<file path="config.mk">
export PLATFORM = sky130hd
export DESIGN_NAME = sma_div
export DESIGN_NICKNAME = d
export VERILOG_FILES = /design/src/design/sma_pkg.sv /design/src/design/sma_div.sv
export SDC_FILE = /design/constraint.sdc
export NUM_CORES = 1
export LEC_CHECK = 0
export BUFFER_PORTS_ARGS = -buffer_cell sky130_fd_sc_hd__buf_2
export CAP_MARGIN = 25
export CELL_PAD_IN_SITES_DETAIL_PLACEMENT = 0
export CELL_PAD_IN_SITES_GLOBAL_PLACEMENT = 2
export CORE_ASPECT_RATIO = 0.5
export CORE_MARGIN = 2
export CORE_UTILIZATION = 40
export DETAILED_ROUTE_END_ITERATION = 12
export GPL_ROUTABILITY_DRIVEN = 0
export HOLD_SLACK_MARGIN = 0.1
export PLACE_DENSITY = 0.88
export SLEW_MARGIN = 20
export SYNTH_ARGS = -nofsm -noshare
export SYNTH_HDL_FRONTEND = slang
export SYNTH_SLANG_ARGS = --single-unit
export TNS_END_PERCENT = 30
</file>
<file path="constraint.sdc">
create_clock -name clk -period 9.7 [get_ports clk]
set_clock_uncertainty 0.05 [all_clocks]
set_input_delay 1.94 -clock clk [delete_from_list [all_inputs] [get_ports clk]]
set_output_delay 1.94 -clock clk [all_outputs]
set_load 0.05 [all_outputs]
</file>
<file path="src/design/sma_pkg.sv">
package sma_pkg;

  localparam int DATA_W  = 32;
  localparam int OP_W    = 3;
  localparam int STAT_W  = 2;
  localparam int DEPTH_W = 7;
  localparam int ITER_W  = $clog2(DATA_W);

  // Operation codes
  localparam logic [OP_W-1:0] OP_PUSH = 3'd0;
  localparam logic [OP_W-1:0] OP_ADD  = 3'd1;
  localparam logic [OP_W-1:0] OP_SUB  = 3'd2;
  localparam logic [OP_W-1:0] OP_DIV  = 3'd3;
  localparam logic [OP_W-1:0] OP_MUL  = 3'd4;
  localparam logic [OP_W-1:0] OP_NOP  = 3'd5;

  // Status codes
  localparam logic [STAT_W-1:0] ST_OK    = 2'd0;
  localparam logic [STAT_W-1:0] ST_SHORT = 2'd1;
  localparam logic [STAT_W-1:0] ST_DIV0  = 2'd2;
  localparam logic [STAT_W-1:0] ST_FULL  = 2'd3;

  typedef struct packed {
    logic [OP_W-1:0]          req_type;
    logic signed [DATA_W-1:0] push_value;
  } req_beat_t;

  typedef struct packed {
    logic [STAT_W-1:0]        status;
    logic signed [DATA_W-1:0] top_value;
    logic [DEPTH_W-1:0]       stack_depth;
  } rsp_beat_t;

  // HOLD keeps the entry, DOWN takes the entry above (push),
  // UP takes the entry below (pop).
  typedef enum logic [1:0] {
    CELL_HOLD,
    CELL_DOWN,
    CELL_UP
  } cell_mode_t;

  typedef struct packed {
    cell_mode_t mode;
  } cell_ctl_t;

endpackage

</file>
<file path="src/design/sma_div.sv">
module sma_div
  import sma_pkg::*;
(
  input  logic              clk,
  input  logic              rst,
  input  logic              start,
  input  logic [DATA_W-1:0] num,
  input  logic [DATA_W-1:0] den,
  output logic              busy,
  output logic              done,
  output logic [DATA_W-1:0] quotient
);

  logic [DATA_W-1:0] quo;
  logic [DATA_W-1:0] rem;
  logic [DATA_W-1:0] dvs;
  logic [ITER_W-1:0] iter;
  logic              neg;
  logic [DATA_W:0]   rem_sh;
  logic [DATA_W+1:0] diff;

  // one restoring step per cycle on magnitudes
  assign rem_sh   = {rem, quo[DATA_W-1]};
  assign diff     = {1'b0, rem_sh} - {2'b00, dvs};
  assign quotient = neg ? (DATA_W'(0) - quo) : quo;

  always_ff @(posedge clk) begin
    if (rst) begin
      busy <= 1'b0;
      done <= 1'b0;
    end else if (start) begin
      busy <= 1'b1;
      done <= 1'b0;
      iter <= '0;
      neg  <= num[DATA_W-1] ^ den[DATA_W-1];
      quo  <= num[DATA_W-1] ? (DATA_W'(0) - num) : num;
      dvs  <= den[DATA_W-1] ? (DATA_W'(0) - den) : den;
      rem  <= '0;
    end else if (busy) begin
      if (diff[DATA_W+1]) begin
        rem <= rem_sh[DATA_W-1:0];
        quo <= {quo[DATA_W-2:0], 1'b0};
      end else begin
        rem <= diff[DATA_W-1:0];
        quo <= {quo[DATA_W-2:0], 1'b1};
      end
      iter <= iter + ITER_W'(1);
      if (iter == ITER_W'(DATA_W - 1)) begin
        busy <= 1'b0;
        done <= 1'b1;
      end
    end
  end

endmodule

</file>
==> flow_summary.yaml <==
final_layout:
  final_cell_mix: "102 x edfxtp_1, 99 x buf_2, 82 x nor2_1, 82 x xnor2_1, 61 x a21oi_1"
  fin_nets: 997
  nFillCells: 1810
  drive_above_1_share_pct: 16.16
  antennaDiodeCount: 0
  areaGrowthSynthToFinish_pct: 13.98
  layout_commonest_cell: "edfxtp_1"
floorplan:
  die_x_um: 200.3
  dieArea_sq_um: 20460
  die_y_um: 102.2
  row_count: 35
  initial_core_util_pct: 41.31
  pin_count: 101
  core_area_sq_um: 18660
clock_network:
  clkTransAtPathRegs_ps: 70
  cts_resized: 0
  clock-root-buffer: "clkbuf_16"
  clock-sinks: 104
  ctsHoldBuffers: 0
  clockBufferDepth: 2
  postCtsSetupBuffers: 0
  cts_tree: "yes"
  cts_max_level: 3
  clock_latency_ps: 350
  numCtsBuffers: 9
synth:
  ys_types: 58
  ys_ff_latch: 104
  ys_seq_area_share_pct: 40.26
  synth_edf_count: 102
  syn_avg_cell_area_sq_um: 9.574
  ys_warn_count: 0
  synth_cells: 805
  synth.cell_area_sq_um: 7707
  ys.flop_type: "edfxtp_1"
  syn_nets: 910
  async_flop_share_pct: 0
timing:
  slew_headroom_pct: 38.86
  setup_viol: 0
  rsz0062_at_grt: "no"
  fin_setup_tns_ps: 0
  max_freq_mhz: 173.5
  finalCriticalPeriod_ps: 5765
  slew_violations: 0
  fin_crit_sh_pct: 59.43
  worst_pin_slew_ps: 914.9
  hold_violations: 0
worst_setup_path:
  cpMostUsedCell: "or3_1"
  critical_path_class: "flop to output port"
  start_kind: "flop"
  slowest_stage: "or3_1"
  endpoint_kind: "output port"
  cp_slowest_stage_delay_ps: 470
  cp_cell_sequence: "inv_1 -> ha_1 -> nand2b_1 -> or4_1 -> nor2_1 -> nand2_1 -> or3_1 -> or3_1 -> or3_1 -> o31ai_1 -> xnor2_1 -> buf_2"
  cp.arrival_ps: 3770
  crit_fanout: 5
  cp.required_ps: 7710
global_routing:
  grt_pass1_wl_um: 29300
  grt-ovfl-total: 0
  antenna_found_initial: 0
  first_global_vias: 5708
  grt_max_degree: 105
  grt_usage_pct: 17.67
drt:
  remaining_drc_errors: 0
  wl_met2_um: 7207
  viasPerCell: 5.285
  wl_met3_um: 692
  drt-initial-drc-count: 272
  num_vias: 6110
  m1WireLength_um: 9801
  maxUsedRoutingLayer: "met4"
  drtPass1Iterations: 5
  routedWlPerCell_um: 15.39
  postRouteWirelength_um: 17790
  antenna_left: 0
power:
  peakVddDrop_mv: 0.1003
  p_per_area_nw_per_um2: 167.9
  leakage_nw: 3.489
  p_total_mw: 1.475
outcome:
  outcome: "finished clean"
place:
  io_buffers: 100
  place_hpwl_um: 13340
flow_run:
  maxCapViolCount: 0
hold_path:
  hp-class: "flop to flop"
==> path summary, 6_finish.rpt <==
path                     start                     to  slack (ps)  cells after the start
min reg2reg  done$_SDFFE_PP0P_      done$_SDFFE_PP0P_         500                      2
max           quo[0]$_DFFE_PP_           quotient[28]        3940                     12
min          done$_SDFFE_PP0P_      done$_SDFFE_PP0P_         500                      2
max reg2reg  quo[31]$_DFFE_PP_  rem[24]$_SDFFCE_PP0P_        5830                     13
==> critical path, delay by kind of cell, from the launching register on <==
| family | cells | cell delay [ps] |
|---|---|---|
| AND/OR/NAND/NOR | 7 | 2030 |
| adder cells (fa/ha/maj) | 1 | 150 |
| flip-flops | 1 | 450 |
| buffers and inverters | 2 | 370 |
| XOR/XNOR | 1 | 160 |
| AO/OA/AOI/OAI | 1 | 270 |
==> sequential cells by signal, indices dropped and copies added, names as in the netlist <==
| name | count |
|---|---|
| dvs | 32 |
| quo | 32 |
| rem | 32 |
| iter | 5 |
| busy | 1 |
| done | 1 |
| neg | 1 |
==> cell families (layout without fill, tap and decap cells) <==
group	after synthesis	after routing	synth area share [%]
xor+xnor	119	119	13.52
fa+ha+maj	38	38	6.266
buf+inv	80	172	4.464
mux	25	25	3.263
flops	104	104	40.26
simple gates	233	233	15.21
compound gates	206	206	17.01
==> power by group <==
group,switching (mW),internal [mW]
Sequential,0.0267,0.548
Combinational,0.304,0.184
Clock,0.180,0.232
Total,0.511,0.965
==> cells in the mapped netlist (10+ instances only) <==
master,instances,area (sq um)
edfxtp_1,102,3063
nor2_1,83,311.6
xnor2_1,82,718.2
a21oi_1,61,305.3
nand2_1,51,191.4
o21ai_0,51,255.2
inv_1,50,187.7
ha_1,37,462.9
xor2_1,37,324.1
mux2i_1,24,240.2
o31ai_1,24,180.2
clkbuf_1,21,78.83
or4_1,13,97.59
a21o_1,12,90.09
nand3_1,11,55.05
a211oi_1,10,75.07
nor3_1,10,50.05
==> final cells by class <==
type,instances,area (sq um),share of cell area [%]
Clock buffer,9,225.2,2.564
Clock inverter,7,106.4,1.211
Inverter,50,187.7,2.136
Multi-Input combinational cell,621,4270,48.61
Sequential cell,104,3103,35.32
Tap cell,259,324.1,3.689
Timing Repair Buffer,106,568.0,6.466
==> per-layer routing <==
layer,vias to the layer above,GRT usage (%)
li1,3118,-
met1,2862,27.18
met2,123,26.28
met3,7,3.093
met4,0,2.735
met5,-,0
==> stage by stage <==
stage,area [sq um],utilization (%),hold WS (ps),instances,setup slack [ps]
2_1_floorplan,7707,-,502.0,805,4141
3_3_place_gp,8411,45.08,480.5,1137,4399
3_5_place_dp,8418,45.12,486.6,1138,4294
4_1_cts,8750,46.90,499.7,1154,3912
5_1_grt,8785,47.09,559.3,1156,3704
6_report,8785,47.09,498.4,1156,3935
Note: power is estimated with default switching activity, not from simulation.
