===== src/design/sma_pkg.sv =====
package sma_pkg;

  localparam int DATA_W  = 32;
  localparam int OP_W    = 3;
  localparam int STAT_W  = 2;
  localparam int DEPTH_W = 7;
  localparam int ITER_W  = $clog2(DATA_W);

  // Operation codes
  localparam logic [OP_W-1:0] OP_PUSH = 3'd0;
  localparam logic [OP_W-1:0] OP_ADD  = 3'd1;
  localparam logic [OP_W-1:0] OP_SUB  = 3'd2;
  localparam logic [OP_W-1:0] OP_DIV  = 3'd3;
  localparam logic [OP_W-1:0] OP_MUL  = 3'd4;
  localparam logic [OP_W-1:0] OP_NOP  = 3'd5;

  // Status codes
  localparam logic [STAT_W-1:0] ST_OK    = 2'd0;
  localparam logic [STAT_W-1:0] ST_SHORT = 2'd1;
  localparam logic [STAT_W-1:0] ST_DIV0  = 2'd2;
  localparam logic [STAT_W-1:0] ST_FULL  = 2'd3;

  typedef struct packed {
    logic [OP_W-1:0]          req_type;
    logic signed [DATA_W-1:0] push_value;
  } req_beat_t;

  typedef struct packed {
    logic [STAT_W-1:0]        status;
    logic signed [DATA_W-1:0] top_value;
    logic [DEPTH_W-1:0]       stack_depth;
  } rsp_beat_t;

  // HOLD keeps the entry, DOWN takes the entry above (push),
  // UP takes the entry below (pop).
  typedef enum logic [1:0] {
    CELL_HOLD,
    CELL_DOWN,
    CELL_UP
  } cell_mode_t;

  typedef struct packed {
    cell_mode_t mode;
  } cell_ctl_t;

endpackage


===== src/design/sma_cell.sv =====
module sma_cell
  import sma_pkg::*;
(
  input  logic              clk,
  input  cell_ctl_t         ctl,
  input  logic [DATA_W-1:0] above,
  input  logic [DATA_W-1:0] below,
  output logic [DATA_W-1:0] value
);

  always_ff @(posedge clk) begin
    unique case (ctl.mode)
      CELL_DOWN: value <= above;
      CELL_UP:   value <= below;
      default:   value <= value;
    endcase
  end

endmodule


===== config.mk =====
export PLATFORM = sky130hd
export DESIGN_NAME = sma_cell
export DESIGN_NICKNAME = d
export VERILOG_FILES = /design/src/design/sma_pkg.sv /design/src/design/sma_cell.sv
export SDC_FILE = /design/constraint.sdc
export NUM_CORES = 1
export LEC_CHECK = 0
export ABC_AREA = 1
export CORE_MARGIN = 2
export CORE_UTILIZATION = 45
export DETAILED_ROUTE_END_ITERATION = 8
export DONT_BUFFER_PORTS = 1
export SYNTH_ARGS = -nofsm -noshare
export SYNTH_HDL_FRONTEND = slang
export SYNTH_SLANG_ARGS = --single-unit

===== constraint.sdc =====
create_clock -name clk -period 1.63 [get_ports clk]
set_input_delay 0.0815 -clock clk [delete_from_list [all_inputs] [get_ports clk]]
set_output_delay 0.0815 -clock clk [all_outputs]
set_load 0.02 [all_outputs]

==> results.sh, run 1 <==
export IMPL_status="completed"
export IMPL_mostFrequentLayoutCells="nand2_1, dlygate4sd3_1, edfxtp_1, nand2_2, buf_4"
export IMPL_num_vias=1194
export IMPL_drc=0
export IMPL_synth_xor_area_share_pct=0
export IMPL_ys_types=9
export IMPL_cp_cell_sequence="inv_1, ha_1, inv_8, buf_4, nand2_1, nand2_1, dlygate4sd3_1"
export IMPL_layout_commonest_cell="nand2_1"
export IMPL_synth_top_area_share_pct=65.3
export IMPL_required_ns=1.70
export IMPL_grt_pass1_wl_mm=4.95
export IMPL_worst_setup_path_start_kind="input port"
export IMPL_drive_gt1_share_pct=10.9
export IMPL_top_register="value"
export IMPL_core_area_um2=3080
export IMPL_irDropWorstVdd_mv=0.564
export IMPL_grt_pass1_vias=1216
export IMPL_fin_nets=278
export IMPL_cts_setup_buffers=0
export IMPL_arrival_ns=1.34
export IMPL_power_density_nw_per_um2=905
export IMPL_cts_buffer_depth=2
export IMPL_max_stage_delay_ns=0.55
export IMPL_path_clk_slew_ns=0.09
export IMPL_grt_usage_pct=19.0
export IMPL_cts_resized=0
export IMPL_finalCritPeriodShare_pct=77.7
export IMPL_path_class="in2reg"
export IMPL_finalMaxSlewViolations=0
export IMPL_setup_violations=0
export IMPL_largest_reg_flops=32
export IMPL_setup_tns_ns=0
export IMPL_drt_total_wl_mm=3.58
export IMPL_grt_start_max_net_pins=19
export IMPL_die_x_um=61.2
export IMPL_rsz0062_at_grt="false"
export IMPL_synth_top_area_cell="edfxtp_1"
export IMPL_ant_nets=0
export IMPL_hold_buffers=64
export IMPL_cts_num_sinks=32
export IMPL_yosys_area_share_simple_pct=26.2
export IMPL_drtIter0Drc=35
export IMPL_power_w=0.00197
export IMPL_die_y_um=61.2
export IMPL_worstSetupStartpoint="ctl[0]"
export IMPL_clockRootBuffer="clkbuf_4"
export IMPL_cts_made_buffers=5
export IMPL_row_count=20
export IMPL_drt_first_pass_iters=2
export IMPL_seq_area_frac_synth_pct=65.3
export IMPL_period_minus_slack_ns=1.27
export IMPL_synth_top_family_by_area="simple AND/OR/NAND/NOR gates"
export IMPL_n_antenna_cell=0
export IMPL_area_growth_pct=47.7
export IMPL_place_gp_congestion=0.688
export IMPL_power_leakage_nw=0.951
export IMPL_synth_compound_area_share_pct=0
export IMPL_final_hold_viol_count=0
export IMPL_synth_area_leaders="edfxtp_1, nand2_1, nand2_2, clkbuf_8, buf_6"
export IMPL_reg_top3="value x32"
export IMPL_io_pins=99
export IMPL_crit_slowest_cell="dlygate4sd3_1"
export IMPL_port_buffers=0
export IMPL_crit_path_max_fanout=14
export IMPL_hp_class="in2reg"
export IMPL_synthesis_nets=207
export IMPL_crit_path_end_kind="register"
export IMPL_avgSynthCellArea_um2=10.6
export IMPL_ys_warn_count=0
export IMPL_hpwl_mm=2.08
export IMPL_maxCapViolations=0
export IMPL_cp_endpoint="value[12]"
export IMPL_syn_cell_area_um2=1470
export IMPL_via_per_inst=4.68
export IMPL_htreeDepth=2
export IMPL_ys_seq_elements=32
export IMPL_max_freq_mhz=789
export IMPL_wire_per_inst_um=14.1
export IMPL_worst_slew_margin_rel_pct=83.4
export IMPL_grt_overflow=0
export IMPL_start_util_pct=47.8
export IMPL_syn_inst=139
export IMPL_synthAdderAreaFrac_pct=0.850
export IMPL_timing_critical_path_mode_cell="nand2_1"
export IMPL_synthMuxAreaShare_pct=0
export IMPL_cts_tree="done"
export IMPL_tightest_slew_ns=0.250
export IMPL_antenna_found_initial=0
export IMPL_die_area_um2=3750
[metal layers]
metal / wire, um / track usage [%] / vias to the layer above
li1: - / - / 584
met1: 1180 / 15.6 / 548
met2: 2040 / 37.2 / 56
met3: 304 / 8.61 / 6
met4: 63 / 9.01 / 0
met5: 0 / 0 / -
[synthesized netlist by cell type]
master and n:
nand2_1 86, edfxtp_1 32, nand2_2 10, buf_6 3, clkbuf_8 3, inv_1 2, buf_12 1, ha_1 1
inv_8 1
[where the power goes]
part           internal (W)  switching [W]
clock network      0.000166       0.000239
registers           0.00106       0.000199
logic              0.000177       0.000129
total               0.00140       0.000567
[through the flow]
stage | setup WS (ns) | hold WS [ns] | area (um^2) | std cells | util (%)
floorplan | 0.224 | 0.254 | 1470 | 139 | -
global placement | 0.607 | 0.257 | 1490 | 183 | 48.3
detailed placement | 0.588 | 0.260 | 1490 | 183 | 48.3
CTS | 0.406 | 0.275 | 2170 | 255 | 70.7
global route | 0.330 | 0.305 | 2170 | 255 | 70.7
finish | 0.363 | 0.291 | 2170 | 255 | 70.7
[critical path, delay by kind of cell]
kind	cells	cell delay [ns]
adders and majority gates	1	0.29
and+or+nand+nor	2	0.13
buffers and inverters	4	0.82
[layout make-up]
type / count / area, um^2
Clock buffer: 7 / 45.0
Clock inverter: 1 / 3.75
Fill cell: 226 / 903
Inverter: 3 / 18.8
Multi-Input combinational cell: 97 / 398
Sequential cell: 32 / 961
Tap cell: 44 / 55.1
Timing Repair Buffer: 71 / 693
[worst min-delay path by stage]
stage               endpoint      from  cells past startpoint
floorplan           value[0]  above[0]                      2
global placement    value[1]  above[1]                      2
detailed placement  value[2]  above[2]                      2
CTS                 value[1]    ctl[1]                      3
global route        value[1]    ctl[1]                      3
finish              value[0]    ctl[1]                      3
[cells by family after synthesis]
group	after synthesis
and+or+nand+nor	96
buffers and inverters	10
DFF	32
adders and majority gates	1
(Power assumes the default switching activity.)
==> run 2, diff against run 1 <==
==> constraint.sdc (replaced) <==
create_clock -name clk -period 1.2 [get_ports clk]
set_input_delay 0.06 -clock clk [delete_from_list [all_inputs] [get_ports clk]]
set_output_delay 0.06 -clock clk [all_outputs]
set_load 0.02 [all_outputs]
==> run 2 against run 1 <==
- the flow now finishes with violations (setup timing)
- global-route usage is 0.072 points lower
- worst setup slack worse by 0.37 ns
- cell area is 2.1% higher
- via count is 1.5% higher
- sequential share of layout area down 0.92 points
- wire length rose by 0.25%
- core utilization up 1.5 points
- critical endpoint is now value[31]
==> results.sh, run 2 (synthesized netlist as in run 1, its figures left out) <==
export IMPL_drt_total_wl_mm=3.59
export IMPL_path_clk_slew_ns=0.09
export IMPL_cts_buffer_depth=2
export IMPL_nFillCells=212
export IMPL_crit_slowest_cell="dlygate4sd3_1"
export IMPL_worst_setup_path_start_kind="input port"
export IMPL_drive_gt1_share_pct=12.3
export IMPL_wire_per_inst_um=14.0
export IMPL_row_count=20
export IMPL_mostFrequentLayoutCells="nand2_1, dlygate4sd3_1, edfxtp_1, nand2_2, buf_4"
export IMPL_die_area_um2=3750
export IMPL_crit_path_end_kind="register"
export IMPL_drt_first_pass_iters=4
export IMPL_power_leakage_nw=0.989
export IMPL_start_util_pct=47.8
export IMPL_crit_path_max_fanout=1
export IMPL_via_per_inst=4.73
export IMPL_grt_usage_pct=18.9
export IMPL_largest_reg_flops=32
export IMPL_drc=0
export IMPL_final_hold_viol_count=0
export IMPL_power_density_nw_per_um2=1210
export IMPL_cp_cell_sequence="dlygate4sd3_1, nand2_1, nand2_1, dlygate4sd3_1"
export IMPL_max_freq_mhz=830
export IMPL_tightest_slew_ns=0.232
export IMPL_finalCritPeriodShare_pct=100
export IMPL_setup_violations=1
export IMPL_grt_start_max_net_pins=33
export IMPL_multi_input_area_um2=410
export IMPL_hpwl_mm=1.86
export IMPL_antenna_found_initial=0
export IMPL_place_gp_congestion=0.720
export IMPL_max_stage_delay_ns=0.55
export IMPL_cpLargestDelayFamily="buffers and inverters"
export IMPL_hp_class="in2reg"
export IMPL_cts_tree="done"
export IMPL_placed_area_um2=1480
export IMPL_status="finished, violations left"
export IMPL_required_ns=1.28
export IMPL_n_antenna_cell=0
export IMPL_worstSetupStartpoint="above[31]"
export IMPL_power_w=0.00268
export IMPL_cts_num_sinks=32
export IMPL_clockRootBuffer="clkbuf_4"
export IMPL_grt_overflow=0
export IMPL_irDropWorstVdd_mv=0.789
export IMPL_layout_commonest_cell="nand2_1"
export IMPL_top_register="value"
export IMPL_port_buffers=0
export IMPL_finalInstanceArea_um2=2220
export IMPL_setup_slack_ns=-0.00435
export IMPL_io_pins=99
export IMPL_pre_cts_ws_ns=0.200
export IMPL_grt_pass1_wl_mm=4.91
export IMPL_arrival_ns=1.28
export IMPL_finalMaxSlewViolations=0
export IMPL_dp_cells=179
export IMPL_worst_slew_margin_rel_pct=84.6
export IMPL_hold_start="below[11]"
export IMPL_grt_pass1_vias=1120
export IMPL_finalNonFillerCells=256
export IMPL_cts_made_buffers=5
export IMPL_die_x_um=61.2
export IMPL_reg_top3="value x32"
export IMPL_worst_path_buf_inv=2
export IMPL_fin_nets=279
export IMPL_die_y_um=61.2
export IMPL_htreeDepth=2
export IMPL_num_vias=1212
export IMPL_period_minus_slack_ns=1.20
export IMPL_drtIter0Drc=38
export IMPL_ant_nets=0
export IMPL_area_growth_pct=50.8
export IMPL_core_area_um2=3080
export IMPL_path_class="in2reg"
export IMPL_violations="setup timing"
export IMPL_maxCapViolations=0
export IMPL_regArea_um2=961
==> run 2: what timing repair did <==
item                       4_1_cts  5_1_grt
setup endpoints to repair        0       25
gates resized for setup          0        4
hold endpoints to repair        32        6
buffers inserted                 0        5
hold buffers                    64        6
==> run 2: worst paths after layout <==
| check | depth (start not counted) | end | slack, ns |
|---|---|---|---|
| max | 4 | value[31] | -0.004 |
| min | 3 | value[11] | 0.11 |
==> run 2: through the flow <==
stage                     hold WS [ns]  util, %  setup TNS [ns]
final                            0.112     72.2        -0.00435
after global routing             0.148     72.2        -0.00205
after CTS                        0.255     70.6               0
after detailed placement         0.239     48.2               0
after global placement           0.235     48.2               0
after floorplan                  0.233        -               0
==> run 2: worst min-delay path, cell delays in order <==
cell	delay (ns)
nand2_1	0.03
nand2_1	0.05
dlymetal6s4s_1	0.17
==> run 2: cell type report <==
cell class	instances	share of cell area, %
clock inverters	1	0.169
well taps	44	2.48
inverters	3	1.01
clock buffers	7	2.03
flip-flops and latches	32	43.3
multi-input cells	97	18.5
repair buffers	72	32.6
==> run 2: power breakdown <==
part | total, W | leakage (nW) | internal [W] | switching [W]
Clock | 0.000555 | 0.0269 | 0.000225 | 0.000330
Combinational | 0.000416 | 0.650 | 0.000241 | 0.000175
Sequential | 0.00171 | 0.312 | 0.00144 | 0.000268
Total | 0.00268 | 0.989 | 0.00190 | 0.000772
==> run 2: per-layer routing <==
metal / track usage [%] / wire (um)
met2: 35.1 / 1970
met1: 17.6 / 1220
met5: 0 / 0
met4: 10.2 / 76
met3: 7.14 / 328
==> run 3, diff against run 2 <==
--- a/config.mk
+++ b/config.mk
@@ -10,6 +10,7 @@
 export CORE_UTILIZATION = 45
 export DETAILED_ROUTE_END_ITERATION = 8
 export DONT_BUFFER_PORTS = 1
+export GPL_TIMING_DRIVEN = 0
 export SYNTH_ARGS = -nofsm -noshare
 export SYNTH_HDL_FRONTEND = slang
 export SYNTH_SLANG_ARGS = --single-unit
==> run 3 against run 2 <==
- fmax shrank 0.39%
- critical path depth is the same
- cell area grew 1.5%
- global-route usage grew 0.84 points
- first-iteration DRC count grew 16%
- clock power grew 38%
- largest cell class unchanged
- power grew 8.2%
- the flow still finishes with violations (setup timing)
- critical endpoint is now value[17]
==> results.sh, run 3 (synthesized netlist as in run 1, its figures left out) <==
export IMPL_mostFrequentLayoutCells="nand2_1, dlygate4sd3_1, edfxtp_1, nand2_2, clkbuf_4"
export IMPL_final_hold_viol_count=0
export IMPL_status="finished, violations left"
export IMPL_worst_path_buf_inv=2
export IMPL_setup_slack_ns=-0.00908
export IMPL_grt_overflow=0
export IMPL_drc=0
export IMPL_drt_first_pass_iters=4
export IMPL_fin_nets=277
export IMPL_cts_num_sinks=32
export IMPL_violations="setup timing"
export IMPL_cp_endpoint="value[17]"
export IMPL_path_class="in2reg"
export IMPL_setup_violations=5
export IMPL_top_register="value"
export IMPL_finalNonFillerCells=254
export IMPL_worst_slew_margin_rel_pct=56.1
export IMPL_drive_gt1_share_pct=11.9
export IMPL_drt_total_wl_mm=3.55
export IMPL_finalInstanceArea_um2=2250
export IMPL_worst_setup_path_start_kind="input port"
export IMPL_area_growth_pct=53.0
export IMPL_hp_class="in2reg"
export IMPL_clockRootBuffer="clkbuf_4"
export IMPL_worstSetupStartpoint="above[17]"
export IMPL_finalMaxSlewViolations=0
export IMPL_grt_start_max_net_pins=33
export IMPL_reg_top3="value x32"
export IMPL_row_count=20
export IMPL_max_stage_delay_ns=0.55
export IMPL_port_buffers=0
export IMPL_cpLargestDelayFamily="buffers and inverters"
export IMPL_largest_reg_flops=32
export IMPL_core_area_um2=3080
export IMPL_grt_usage_pct=19.8
export IMPL_cp_depth=4
export IMPL_via_per_inst=4.71
export IMPL_pre_cts_ws_ns=-0.195
export IMPL_arrival_ns=1.29
export IMPL_cts_made_buffers=5
export IMPL_io_pins=99
export IMPL_tightest_slew_ns=0.658
export IMPL_start_util_pct=47.8
export IMPL_crit_path_end_kind="register"
export IMPL_crit_slowest_cell="dlygate4sd3_1"
export IMPL_cts_buffer_depth=2
export IMPL_drtIter0Drc=44
export IMPL_finalCritPeriodShare_pct=101
export IMPL_cp_cell_sequence="dlygate4sd3_1, nand2_1, nand2_1, dlygate4sd3_1"
export IMPL_num_vias=1196
export IMPL_required_ns=1.28
export IMPL_die_y_um=61.2
export IMPL_hpwl_mm=1.93
export IMPL_path_clk_slew_ns=0.09
export IMPL_power_density_nw_per_um2=1290
export IMPL_antenna_found_initial=0
export IMPL_irDropWorstVdd_mv=0.690
export IMPL_grt_pass1_wl_mm=5.16
export IMPL_die_x_um=61.2
export IMPL_wire_per_inst_um=14.0
export IMPL_die_area_um2=3750
export IMPL_grt_pass1_vias=1176
export IMPL_cts_tree="done"
export IMPL_max_freq_mhz=827
export IMPL_power_w=0.00290
export IMPL_crit_path_max_fanout=1
export IMPL_maxCapViolations=0
export IMPL_ant_nets=0
export IMPL_layout_commonest_cell="nand2_1"
export IMPL_period_minus_slack_ns=1.21
export IMPL_htreeDepth=2
export IMPL_power_leakage_nw=0.986
export IMPL_dp_cells=183
export IMPL_nFillCells=202
export IMPL_rsz0062_at_grt="false"
export IMPL_n_antenna_cell=0
export IMPL_cts_setup_buffers=0
export IMPL_placed_area_um2=1540
export IMPL_place_gp_congestion=0.657
run 3: final cells by class:
| type | count | area, um^2 | share of cell area [%] |
|---|---|---|---|
| clock buffer | 5 | 37.5 | 1.67 |
| clock inverter | 3 | 37.5 | 1.67 |
| inverter | 3 | 22.5 | 0.999 |
| buffer | 6 | 83.8 | 3.72 |
| timing repair buffer | 64 | 646 | 28.7 |
| sequential | 32 | 961 | 42.6 |
| tap | 44 | 55.1 | 2.44 |
| multi-input combinational | 97 | 410 | 18.2 |
run 3: metal layers:
layer  part of all wire, %  GRT usage [%]
met5                     0              0
met4                   1.4           10.6
met1                    36           18.5
met2                    53           36.6
met3                   9.4           7.56
run 3: timing repair:
item	4_1_cts	5_1_grt
resized for setup	0	2
hold buffers	64	4
endpoints found under the setup margin	0	7
hold endpoints to repair	32	4
run 3: worst min path at each step:
stage | slack [ns] | end | from | cells after the start
2_1_floorplan | 0.23 | value[0] | above[0] | 2
3_3_place_gp | 0.23 | value[4] | above[4] | 2
3_5_place_dp | 0.24 | value[3] | above[3] | 2
4_1_cts | 0.43 | value[21] | below[21] | 3
5_1_grt | 0.19 | value[30] | ctl[1] | 3
6_report | 0.15 | value[29] | ctl[1] | 3
run 3: power by group:
part / switching [W] / internal (W)
Sequential: 0.000266 / 0.00144
Combinational: 0.000175 / 0.000249
Clock: 0.000342 / 0.000425
run 3: per-stage QoR:
step	util (%)	setup TNS (ns)	hold WS, ns
6_report	73.2	-0.0207	0.148
5_1_grt	73.2	0	0.192
4_1_cts	73.4	0	0.427
3_5_place_dp	50.2	-6.19	0.239
3_3_place_gp	50.2	-5.05	0.234
2_1_floorplan	-	0	0.233
